File: config.mk
export PLATFORM = sky130hd
export DESIGN_NAME = dapt_merge
export DESIGN_NICKNAME = d
export VERILOG_FILES = /design/src/design/dapt_pkg.sv /design/src/design/dapt_merge.sv
export SDC_FILE = /design/constraint.sdc
export NUM_CORES = 1
export LEC_CHECK = 0
export ABC_AREA = 1
export ABC_CLOCK_PERIOD_IN_PS = 3050
export BUFFER_PORTS_ARGS = -buffer_cell sky130_fd_sc_hd__buf_2
export CAP_MARGIN = 20
export CORE_UTILIZATION = 30
export DETAILED_ROUTE_END_ITERATION = 10
export MAX_ROUTING_LAYER = met4
export PLACE_DENSITY = 0.63
export SETUP_SLACK_MARGIN = 0.4
export SYNTH_ARGS = -nofsm -noshare
export SYNTH_HDL_FRONTEND = slang
export SYNTH_SLANG_ARGS = --single-unit
File: constraint.sdc
create_clock -name clk -period 3.05 [get_ports clk]
set_clock_uncertainty 0.1 [all_clocks]
set_input_delay 0.1525 -clock clk [delete_from_list [all_inputs] [get_ports clk]]
set_output_delay 0.1525 -clock clk [all_outputs]
set_load 0.01 [all_outputs]
File: src/design/dapt_pkg.sv
// dapt_pkg: shared types, codes and constants for the dual-axis pid position tracker
// used by every module in the design folder; depends on nothing else

package dapt_pkg;

    // fixed field widths
    localparam int POS_W    = 32;
    localparam int GAIN_W   = 16;
    localparam int LEN_W    = 16;
    localparam int DECIM_W  = 8;
    localparam int EFFORT_W = 12;
    localparam int CFG_AW   = 3;
    localparam int CFG_DW   = 16;

    // defaults for the top-level parameters
    localparam int GAIN_FRAC_BITS_DEF = 8;
    localparam int EFFORT_LIMIT_DEF   = 1800;

    // request type codes
    localparam logic [1:0] REQ_TICK   = 2'd0;
    localparam logic [1:0] REQ_MODE   = 2'd1;
    localparam logic [1:0] REQ_TARGET = 2'd2;

    // mode codes as seen on the ports
    localparam logic [1:0] MODE_IDLE  = 2'd0;
    localparam logic [1:0] MODE_HOLD  = 2'd1;
    localparam logic [1:0] MODE_TRACK = 2'd2;

    // configuration register indexes
    localparam logic [CFG_AW-1:0] CFG_KP    = 3'd0;
    localparam logic [CFG_AW-1:0] CFG_KI    = 3'd1;
    localparam logic [CFG_AW-1:0] CFG_KD    = 3'd2;
    localparam logic [CFG_AW-1:0] CFG_LEN   = 3'd3;
    localparam logic [CFG_AW-1:0] CFG_DECIM = 3'd4;

    // reset values of the configuration registers
    localparam logic signed [GAIN_W-1:0] KP_RESET    = 16'sd512;
    localparam logic [DECIM_W-1:0]       DECIM_RESET = 8'd1;

    typedef struct packed {
        logic [1:0]              req_type;
        logic signed [POS_W-1:0] actual_pos_a;
        logic signed [POS_W-1:0] actual_pos_b;
        logic signed [POS_W-1:0] ref_pos_a;
        logic signed [POS_W-1:0] ref_pos_b;
        logic [1:0]              new_mode;
        logic                    target_motor;
        logic signed [POS_W-1:0] target_angle;
    } req_t;

    typedef struct packed {
        logic                       effort_valid;
        logic signed [EFFORT_W-1:0] effort_a;
        logic signed [EFFORT_W-1:0] effort_b;
        logic                       log_strobe;
        logic [1:0]                 mode_now;
    } res_t;

    // per-request side information that travels beside the lane datapath
    typedef struct packed {
        logic       pid;
        logic       strobe;
        logic [1:0] mode;
    } tag_t;

    // stage controls handed from the sequencer to each lane
    typedef struct packed {
        logic load;
        logic upd;
        logic adv2;
        logic adv3;
        logic adv4;
        logic clr;
    } lane_ctl_t;

endpackage

File: src/design/dapt_merge.sv
// dapt_merge: joins both lane efforts and the request tag into the result register
// depends on dapt_pkg

module dapt_merge (
    input  logic                                 clk,
    input  logic                                 rst_n,
    input  logic                                 stage_valid,
    output logic                                 stage_ready,
    input  dapt_pkg::tag_t                       tag,
    input  logic signed [dapt_pkg::EFFORT_W-1:0] effort_a,
    input  logic signed [dapt_pkg::EFFORT_W-1:0] effort_b,
    output logic                                 res_valid,
    input  logic                                 res_ready,
    output dapt_pkg::res_t                       res_data
);
    import dapt_pkg::*;

    logic valid_reg;
    res_t res_reg;
    res_t res_next;

    assign stage_ready = !valid_reg || res_ready;

    always_comb
    begin
        res_next.effort_valid = tag.pid;
        res_next.effort_a     = tag.pid ? effort_a : '0;
        res_next.effort_b     = tag.pid ? effort_b : '0;
        res_next.log_strobe   = tag.strobe;
        res_next.mode_now     = tag.mode;
    end

    always_ff @(posedge clk or negedge rst_n)
    begin
        if (!rst_n)
        begin
            valid_reg <= 1'b0;
        end
        else if (stage_ready)
        begin
            valid_reg <= stage_valid;
        end
    end

    always_ff @(posedge clk)
    begin
        if (stage_ready && stage_valid)
        begin
            res_reg <= res_next;
        end
    end

    assign res_valid = valid_reg;
    assign res_data  = res_reg;

endmodule

==> metrics.yaml <==
timing:
  hold_violations: 0
  tightestPinTransition_ns: 0.575
  fin_setup_tns_ns: 0
  fin_crit_ns: 1.73
  slew_headroom: 0.616
  slew_viol_final: 0
  hold_slack_ns: 0.0414
  finalCritPeriodShare: 0.568
  setup_viol: 0
  timing.fmax_mhz: 577
  rsz0062_at_grt: "no"
synthesis:
  synth_edf_count: 28
  ys_ff_latch: 29
  seq_area_frac_synth: 0.795
  synth_fa_ha_area_frac: 0
  synthMuxAreaShare: 0
  synthTopCellsByCount: "edfxtp_1 (28), inv_1 (26), nand2_1 (26)"
  synth_top_family_by_area: "buffers and inverters"
  netlist_top_cells_area: "edfxtp_1 (77%), inv_1 (9.0%), nand2_1 (9.0%)"
  synth_cells: 84
  ys_warn_count: 0
  netlist_area_sq_mm: 0.00109
  synthDominantCellAreaShare: 0.772
  syn_avg_cell_area_sq_um: 13.0
  async_reset_ff_frac: 0.0345
  synth.most_common_cell: "edfxtp_1"
  synth_ff_type: "edfxtp_1"
  synth_top_cell_by_area: "edfxtp_1"
  synth_compound_area_frac: 0.00460
  synth-xor-area-share: 0
  synth_nets: 116
  yosys.area_share.simple: 0.0897
  yosysUniqueCellTypes: 6
place:
  hpwl_mm: 1.47
  gp_congestion: 0.668
  portBuffers: 61
  dp_cells: 190
grt:
  grt_pass1_wl_mm: 4.01
  grt_max_degree: 26
  grt_usage: 0.142
  grt-ovfl-total: 0
  antenna_found_initial: 0
  grt_pass1_vias: 954
power_and_ir_drop:
  p_sw_w: 0.000179
  peakVddDrop_mv: 0.274
  power_frac_clock: 0.285
  p_int_w: 0.000638
  p_per_area_mw_per_mm2: 454
  comb_power_share: 0.140
  pwr-share-seq: 0.575
  cellLeakagePower_nw: 0.949
  p_sw_frac: 0.219
detailed_routing:
  wl_per_cell_microns: 10.5
  ant_nets: 0
  drtIter0Drc: 32
  drt-met1-wl_mm: 1.02
  finalWirelength_mm: 2.40
  dr.pass1.iters: 4
  viasPerCell: 3.85
  wl_met3_microns: 217
  drc_errors: 0
  num_vias: 877
  routed.top_layer: "met4"
  routed-wl-met2_mm: 1.15
cts:
  cts_made_buffers: 5
  ctsRootBufferMaster: "clkbuf_4"
  cts_setup_buffers: 0
  cts_htree_levels: 2
  clock_latency_ns: 0.31
  postCtsResizedCells: 0
  clk_path_buf_depth: 2
  clk_pin_slew_ns: 0.08
  cts_tree: "done"
  clkSinkCount: 29
worst_setup_path:
  worstPathRequired_ns: 2.95
  cp_max_fo: 18
  worst_setup_path_end_kind: "register"
  critPathArrivalTime_ns: 1.63
  path_class: "input pin to register"
  worst_setup_path_start_kind: "input pin"
floorplanning:
  dieHeight_microns: 62.2
  core_area_sq_mm: 0.00342
  row_count: 21
  dieWidth_microns: 62.2
  die-area_sq_mm: 0.00387
  initial_utilization: 0.319
  io_pins: 62
run:
  maxCapViolCount: 0
layout:
  layout-drive-gt1-share: 0.379
  nFillCells: 313
  layout.nets: 213
  areaGrowthSynthToFinish_pct: 65.3
  antenna_cells: 0
  final_cells: 228
worst_hold_path:
  holdCritPathClass: "input pin to async pin"
outcome:
  outcome: "complete, no violations"
## stage by stage
| stage | setup WS, ns | total power, W | utilization | instance area [sq um] |
|---|---|---|---|---|
| floorplan | 0.680 | 0.000518 | - | 1090 |
| global placement | 1.42 | 0.000561 | 0.422 | 1440 |
| detailed placement | 1.36 | 0.000564 | 0.422 | 1440 |
| CTS | 1.31 | 0.000829 | 0.527 | 1800 |
| global route | 1.21 | 0.000862 | 0.527 | 1800 |
| finish | 1.32 | 0.000817 | 0.527 | 1800 |
## cell type report
| class | count | area (sq um) | share of cell area |
|---|---|---|---|
| sequential | 29 | 866 | 0.481 |
| timing repair buffer | 92 | 613 | 0.341 |
| multi-input combinational | 27 | 106 | 0.0591 |
| inverter | 26 | 97.6 | 0.0542 |
| clock buffer | 8 | 58.8 | 0.0327 |
| tap | 46 | 57.6 | 0.0320 |
## placed cells by master (no fill, tap or decap)
cell type / Yosys / layout
clkbuf_1: 0 / 2
inv_1: 26 / 26
edfxtp_1: 28 / 28
clkbuf_8: 0 / 1
a21oi_2: 0 / 1
dfrtp_1: 1 / 1
buf_2: 0 / 61
dlygate4sd3_1: 0 / 30
clkbuf_4: 0 / 5
nand2_1: 26 / 26
buf_4: 0 / 1
## timing repair
item | CTS | global route
endpoints found under the setup margin | 0 | 0
endpoints found under the hold margin | 29 | 0
hold buffers | 30 | 0
## layer usage
metal  track usage  vias to the layer above
met5             -                        -
met2         0.225                       47
met1         0.147                      379
li1              -                      449
met4        0.0727                        0
met3        0.0662                        2
## final timing paths
check / end / start / slack, ns / cells after the start
setup / recovery: res_data[14]$_SDFFCE_PN0P_ / stage_valid / 1.32 / 5
hold / removal: res_valid$_DFFE_PN0P_ / rst_n / 0.04 / 2
setup reg to reg: res_data[14]$_SDFFCE_PN0P_ / res_valid$_DFFE_PN0P_ / 1.38 / 2
hold reg to reg: res_data[18]$_SDFFCE_PN0P_ / res_valid$_DFFE_PN0P_ / 0.66 / 1
max in group asynchronous: res_valid$_DFFE_PN0P_ / rst_n / 2.72 / 2
min in group clk: res_data[27]$_DFFE_PP_ / tag[3] / 0.23 / 1
## registers in the layout, summed over array words and instances, names as in the netlist
signal     count
res_valid      1
res_data      28
## worst max-delay path: stages
cell           delay (ns)
dlygate4sd3_1        0.53
buf_2                0.10
inv_1                0.05
a21oi_2              0.44
buf_4                0.36
## power groups by stage
stage / Clock (W) / Sequential, W / Combinational (W)
2_1_floorplan: 0 / 0.000492 / 0.0000252
3_3_place_gp: 0 / 0.000478 / 0.0000826
3_5_place_dp: 0 / 0.000479 / 0.0000844
4_1_cts: 0.000244 / 0.000470 / 0.000114
5_1_grt: 0.000264 / 0.000472 / 0.000126
6_report: 0.000233 / 0.000470 / 0.000114
## kinds of logic (layout without fill, tap and decap cells)
group                  count (synthesis)  in the layout
flip-flops                            29             29
AO/OA/AOI/OAI                          1              1
AND/OR/NAND/NOR                       26             26
buffers and inverters                 28            126
Note: power is estimated with default switching activity, not from simulation.
