===== config.mk =====
export PLATFORM = sky130hd
export DESIGN_NAME = dapt_lane
export DESIGN_NICKNAME = d
export VERILOG_FILES = /design/src/design/dapt_pkg.sv /design/src/design/dapt_lane.sv
export SDC_FILE = /design/constraint.sdc
export NUM_CORES = 2
export LEC_CHECK = 0
export BUFFER_PORTS_ARGS = -buffer_cell sky130_fd_sc_hd__buf_2
export CORE_ASPECT_RATIO = 1.4
export CORE_UTILIZATION = 50
export CTS_BUF_LIST = sky130_fd_sc_hd__clkbuf_2
export CTS_CLUSTER_SIZE = 40
export DETAILED_ROUTE_END_ITERATION = 6
export PLACE_DENSITY = 0.74
export SYNTH_ARGS = -nofsm -noshare
export SYNTH_HDL_FRONTEND = slang
export SYNTH_SLANG_ARGS = --single-unit

===== constraint.sdc =====
create_clock -name clk -period 6.5 [get_ports clk]
set_clock_uncertainty 0.05 [all_clocks]
set_input_delay 1.3 -clock clk [delete_from_list [all_inputs] [get_ports clk]]
set_output_delay 1.3 -clock clk [all_outputs]
set_load 0.02 [all_outputs]

===== src/design/dapt_pkg.sv =====
// dapt_pkg: shared types, codes and constants for the dual-axis pid position tracker
// used by every module in the design folder; depends on nothing else

package dapt_pkg;

    // fixed field widths
    localparam int POS_W    = 32;
    localparam int GAIN_W   = 16;
    localparam int LEN_W    = 16;
    localparam int DECIM_W  = 8;
    localparam int EFFORT_W = 12;
    localparam int CFG_AW   = 3;
    localparam int CFG_DW   = 16;

    // defaults for the top-level parameters
    localparam int GAIN_FRAC_BITS_DEF = 8;
    localparam int EFFORT_LIMIT_DEF   = 1800;

    // request type codes
    localparam logic [1:0] REQ_TICK   = 2'd0;
    localparam logic [1:0] REQ_MODE   = 2'd1;
    localparam logic [1:0] REQ_TARGET = 2'd2;

    // mode codes as seen on the ports
    localparam logic [1:0] MODE_IDLE  = 2'd0;
    localparam logic [1:0] MODE_HOLD  = 2'd1;
    localparam logic [1:0] MODE_TRACK = 2'd2;

    // configuration register indexes
    localparam logic [CFG_AW-1:0] CFG_KP    = 3'd0;
    localparam logic [CFG_AW-1:0] CFG_KI    = 3'd1;
    localparam logic [CFG_AW-1:0] CFG_KD    = 3'd2;
    localparam logic [CFG_AW-1:0] CFG_LEN   = 3'd3;
    localparam logic [CFG_AW-1:0] CFG_DECIM = 3'd4;

    // reset values of the configuration registers
    localparam logic signed [GAIN_W-1:0] KP_RESET    = 16'sd512;
    localparam logic [DECIM_W-1:0]       DECIM_RESET = 8'd1;

    typedef struct packed {
        logic [1:0]              req_type;
        logic signed [POS_W-1:0] actual_pos_a;
        logic signed [POS_W-1:0] actual_pos_b;
        logic signed [POS_W-1:0] ref_pos_a;
        logic signed [POS_W-1:0] ref_pos_b;
        logic [1:0]              new_mode;
        logic                    target_motor;
        logic signed [POS_W-1:0] target_angle;
    } req_t;

    typedef struct packed {
        logic                       effort_valid;
        logic signed [EFFORT_W-1:0] effort_a;
        logic signed [EFFORT_W-1:0] effort_b;
        logic                       log_strobe;
        logic [1:0]                 mode_now;
    } res_t;

    // per-request side information that travels beside the lane datapath
    typedef struct packed {
        logic       pid;
        logic       strobe;
        logic [1:0] mode;
    } tag_t;

    // stage controls handed from the sequencer to each lane
    typedef struct packed {
        logic load;
        logic upd;
        logic adv2;
        logic adv3;
        logic adv4;
        logic clr;
    } lane_ctl_t;

endpackage


===== src/design/dapt_lane.sv =====
// dapt_lane: one motor's pid datapath, error state plus a four-stage pipeline
// depends on dapt_pkg

module dapt_lane #(
    parameter int GAIN_FRAC_BITS = dapt_pkg::GAIN_FRAC_BITS_DEF,
    parameter int EFFORT_LIMIT   = dapt_pkg::EFFORT_LIMIT_DEF
) (
    input  logic                                     clk,
    input  logic                                     rst_n,
    input  dapt_pkg::lane_ctl_t                      ctl,
    input  logic signed [dapt_pkg::POS_W-1:0]        target,
    input  logic signed [dapt_pkg::POS_W-1:0]        actual,
    input  logic signed [dapt_pkg::GAIN_W-1:0]       kp,
    input  logic signed [dapt_pkg::GAIN_W-1:0]       ki,
    input  logic signed [dapt_pkg::GAIN_W-1:0]       kd,
    output logic signed [dapt_pkg::EFFORT_W-1:0]     effort
);
    import dapt_pkg::*;

    localparam int DIFF_W = POS_W + 1;
    localparam int PP_W   = GAIN_W + POS_W;
    localparam int PD_W   = GAIN_W + DIFF_W;
    localparam int SUM_W  = PD_W + 2;
    localparam logic signed [SUM_W-1:0] LIM_POS = SUM_W'(EFFORT_LIMIT);
    localparam logic signed [SUM_W-1:0] LIM_NEG = -LIM_POS;

    logic signed [DIFF_W-1:0] diff_e;
    logic signed [DIFF_W-1:0] diff_i;
    logic signed [POS_W-1:0]  e_next;
    logic signed [POS_W-1:0]  ei_next;
    logic signed [DIFF_W-1:0] ed_next;

    logic signed [POS_W-1:0]  e_reg;
    logic signed [POS_W-1:0]  ei_reg;
    logic signed [DIFF_W-1:0] ed_reg;
    logic signed [POS_W-1:0]  prev_reg;
    logic signed [POS_W-1:0]  integ_reg;

    // the error value that belongs to the item now in stage 2
    logic signed [POS_W-1:0]  e2_reg;

    logic signed [PP_W-1:0]   pkp_reg;
    logic signed [PP_W-1:0]   pki_reg;
    logic signed [PD_W-1:0]   pkd_reg;
    logic signed [SUM_W-1:0]  sum_reg;

    logic signed [SUM_W-1:0]  shifted;
    logic signed [SUM_W-1:0]  clamped;

    // stage 1: saturated error against the target
    assign diff_e = DIFF_W'(target) - DIFF_W'(actual);
    assign e_next = (diff_e[DIFF_W-1] ^ diff_e[DIFF_W-2])
                  ? {diff_e[DIFF_W-1], {(POS_W-1){~diff_e[DIFF_W-1]}}}
                  : diff_e[POS_W-1:0];

    // stage 2: integral and difference against stored state
    assign diff_i  = DIFF_W'(integ_reg) + DIFF_W'(e_reg);
    assign ei_next = (diff_i[DIFF_W-1] ^ diff_i[DIFF_W-2])
                   ? {diff_i[DIFF_W-1], {(POS_W-1){~diff_i[DIFF_W-1]}}}
                   : diff_i[POS_W-1:0];
    assign ed_next = DIFF_W'(e_reg) - DIFF_W'(prev_reg);

    always_ff @(posedge clk or negedge rst_n)
    begin
        if (!rst_n)
        begin
            prev_reg  <= '0;
            integ_reg <= '0;
        end
        else if (ctl.clr)
        begin
            prev_reg  <= '0;
            integ_reg <= '0;
        end
        else if (ctl.upd)
        begin
            prev_reg  <= e_reg;
            integ_reg <= ei_next;
        end
    end

    always_ff @(posedge clk)
    begin
        if (ctl.load)
        begin
            e_reg <= e_next;
        end
        if (ctl.adv2)
        begin
            e2_reg <= e_reg;
            ei_reg <= ei_next;
            ed_reg <= ed_next;
        end
        // stage 3: one multiplier per gain
        if (ctl.adv3)
        begin
            pkp_reg <= PP_W'(kp) * PP_W'(e2_reg);
            pki_reg <= PP_W'(ki) * PP_W'(ei_reg);
            pkd_reg <= PD_W'(kd) * PD_W'(ed_reg);
        end
        // stage 4: sum of the three terms
        if (ctl.adv4)
        begin
            sum_reg <= SUM_W'(pkp_reg) + SUM_W'(pki_reg) + SUM_W'(pkd_reg);
        end
    end

    // floor division by the gain scale, then clamp
    assign shifted = sum_reg >>> GAIN_FRAC_BITS;

    always_comb
    begin
        priority if (shifted > LIM_POS)
        begin
            clamped = LIM_POS;
        end
        else if (shifted < LIM_NEG)
        begin
            clamped = LIM_NEG;
        end
        else
        begin
            clamped = shifted;
        end
    end

    assign effort = clamped[EFFORT_W-1:0];

endmodule


==> impl_metrics.yaml <==
critical_path:
  cp.arrival_ns: 7.48
  crit_type: "register to register"
  critPathLaunchType: "register"
  critPathCapture: "pkd_reg[48]"
  r2r_cells: 25
  cp-end-kind: "register"
  r2r-start: "ed_reg[5]"
  cp-startpoint: "ed_reg[5]"
  r2r_slack_ns: -0.22
  crit_fanout: 5
  required_ns: 7.26
  r2r_end: "pkd_reg[48]"
die:
  fp.coreArea_um2: 146000
  die_height_um: 457
  die_x_um: 327
  io_pins: 132
  placementRows: 166
  start_util: 0.504
  fp.dieArea_um2: 149000
clocking:
  cts_made_buffers: 93
  clk_latency_ns: 1.14
  root_buffer: "clkbuf_2"
  clockBufferDepth: 3
  clkTransAtPathRegs_ns: 0.11
  htree_levels: 3
  cts_tree: "built"
  postCtsHoldBufs: 0
  cts.sinks: 380
detailed_routing:
  dr.pass1.iters: 7
  num_vias: 56300
  wl_um: 198000
  initialDrtViolationCount: 3264
  ant_nets: 0
  vias_per_cell: 5.34
  wire_per_inst_um: 18.8
  drc: 0
synth:
  synthArstFlopShare: 0.168
  synth.net_count: 9882
  synth.most_common_cell: "inv_1"
  synth.distinct_cells: 80
  synth_area_leader_cell: "fa_1"
  synth_ff_type: "edfxtp_1"
  synth_edf_count: 316
  post_synth_main_area_contributors: "fa_1 (41%), edfxtp_1 (13%), inv_1 (9.1%)"
  ys_seq_elements: 380
  synth_common_cells: "inv_1 (1793), fa_1 (1523), nand2_1 (997), and2_1 (642), ha_1 (488)"
  synth-seq-area-share: 0.150
  syn_area_um2: 73800
  synth.yosys.warnings: 0
  syn_avg_cell_area_um2: 9.52
  synth_top_area_frac: 0.413
  syn_inst: 7751
final_layout:
  final_nets: 10700
  layout-drive-gt1-share: 0.167
  area_growth_pct: 16.0
  fin_util: 0.585
  largest_reg_flops: 49
  nFillCells: 12200
place:
  place_congestion: 0.953
  hpwl_um: 166000
  io_buffer_count: 131
  pre_cts_ws_ns: -1.20
status:
  outcome: "complete, but fails checks"
  violations: "negative setup slack"
timing:
  fin_crit_sh: 1.03
  finalMaxSlewViolations: 0
  rsz0062_at_grt: "true"
  slew_headroom: 0.152
  worstMarginPinSlew_ns: 1.27
  fmax_mhz: 149
  holdWs_ns: 0.297
  fin_tns_setup_ns: -1.85
  setup_viol: 22
  finalWorstSetupSlack_ns: -0.220
  hold_violations: 0
  fin_crit_ns: 6.72
global_routing:
  grt_max_degree: 74
  grt_overflow: 0
  first_global_vias: 62600
  grt_first_pass_wirelength_um: 321000
  grt_antenna_before_repair: 10
  track_usage: 0.273
job:
  max_cap_viol_count: 0
min_path:
  hp-class: "primary input to async pin"
-- worst min-delay path by stage --
stage,from,end,cells past startpoint
CTS,rst_n,integ_reg[6],2
global route,rst_n,integ_reg[25],2
finish,rst_n,integ_reg[28],2
detailed placement,prev_reg[25],prev_reg[25],2
floorplan,e_reg[0],e2_reg[0],0
global placement,prev_reg[4],prev_reg[4],2
-- worst max-delay path: stages (launching register included) --
cell	delay [ns]
edfxtp_1	0.43
buf_12	0.16
buf_12	0.13
and2_4	0.13
fa_1	0.48
fa_1	0.52
fa_1	0.62
fa_2	0.45
fa_1	0.50
inv_1	0.06
fa_1	0.49
inv_2	0.05
ha_4	0.15
buf_4	0.13
a21o_1	0.17
a21o_1	0.16
a21o_1	0.19
o2bb2ai_2	0.16
o211ai_1	0.21
buf_4	0.17
nand4_1	0.16
a31o_2	0.28
a21oi_4	0.14
o31ai_1	0.09
a21oi_1	0.23
xnor2_1	0.10
-- cell type report --
cell class | count | area (um2) | area share
Sequential cell | 380 | 11100 | 0.130
Antenna cell | 4 | 10.0 | 0.000117
Multi-Input combinational cell | 5291 | 56500 | 0.660
Clock inverter | 55 | 337 | 0.00393
Clock buffer | 115 | 576 | 0.00672
Tap cell | 1932 | 2420 | 0.0282
Timing Repair Buffer | 971 | 7930 | 0.0926
Inverter | 1796 | 6750 | 0.0788
-- cells by family (layout without fill, tap and decap cells) --
| group | after synthesis | in the layout | share of synthesized area |
|---|---|---|---|
| and+or+nand+nor | 2175 | 2175 | 0.141 |
| buffers and inverters | 2080 | 2937 | 0.106 |
| adders and majority gates | 2018 | 2018 | 0.497 |
| muxes | 32 | 32 | 0.00434 |
| DFF | 380 | 380 | 0.150 |
| AOI/OAI and AO/OA | 794 | 794 | 0.0692 |
| xor gates and xnor gates | 272 | 272 | 0.0325 |
| other | 0 | 4 | 0 |
-- repair_timing --
action                                  4_1_cts  5_1_grt
gates cloned                                  1        2
resized for setup                            44      192
endpoints found under the setup margin       38       53
hold endpoints to repair                      0        0
buffers inserted                             25       49
pin swaps                                    51      129
-- routing by layer --
layer | vias to the layer above | routed length, um | GRT usage
met2 | 1936 | 105000 | 0.499
met5 | - | 55 | 0
met1 | 28700 | 70300 | 0.306
li1 | 25100 | - | -
met4 | 8 | 12900 | 0.153
met3 | 678 | 9930 | 0.0305
-- through the flow --
step,area [um2],instances
global route,85600,10500
global placement,83100,10300
CTS,84400,10500
finish,85600,10500
detailed placement,83100,10300
floorplan,75000,7751
-- cell usage in the layout (no fill, tap or decap), drive strengths merged, types with 145 or more instances in the layout --
| cell | Yosys | routed |
|---|---|---|
| xnor2 | 192 | 192 |
| nor2 | 263 | 263 |
| a21oi | 245 | 245 |
| fa | 1523 | 1523 |
| ha | 488 | 488 |
| a21o | 146 | 146 |
| inv | 1796 | 1801 |
| o21ai | 145 | 145 |
| nand2 | 998 | 998 |
| buf | 16 | 963 |
| edfxtp | 316 | 316 |
| and2 | 643 | 643 |
Power is not shown: default switching activity piles up to over one toggle a cycle in this logic, so the estimate is an artifact.
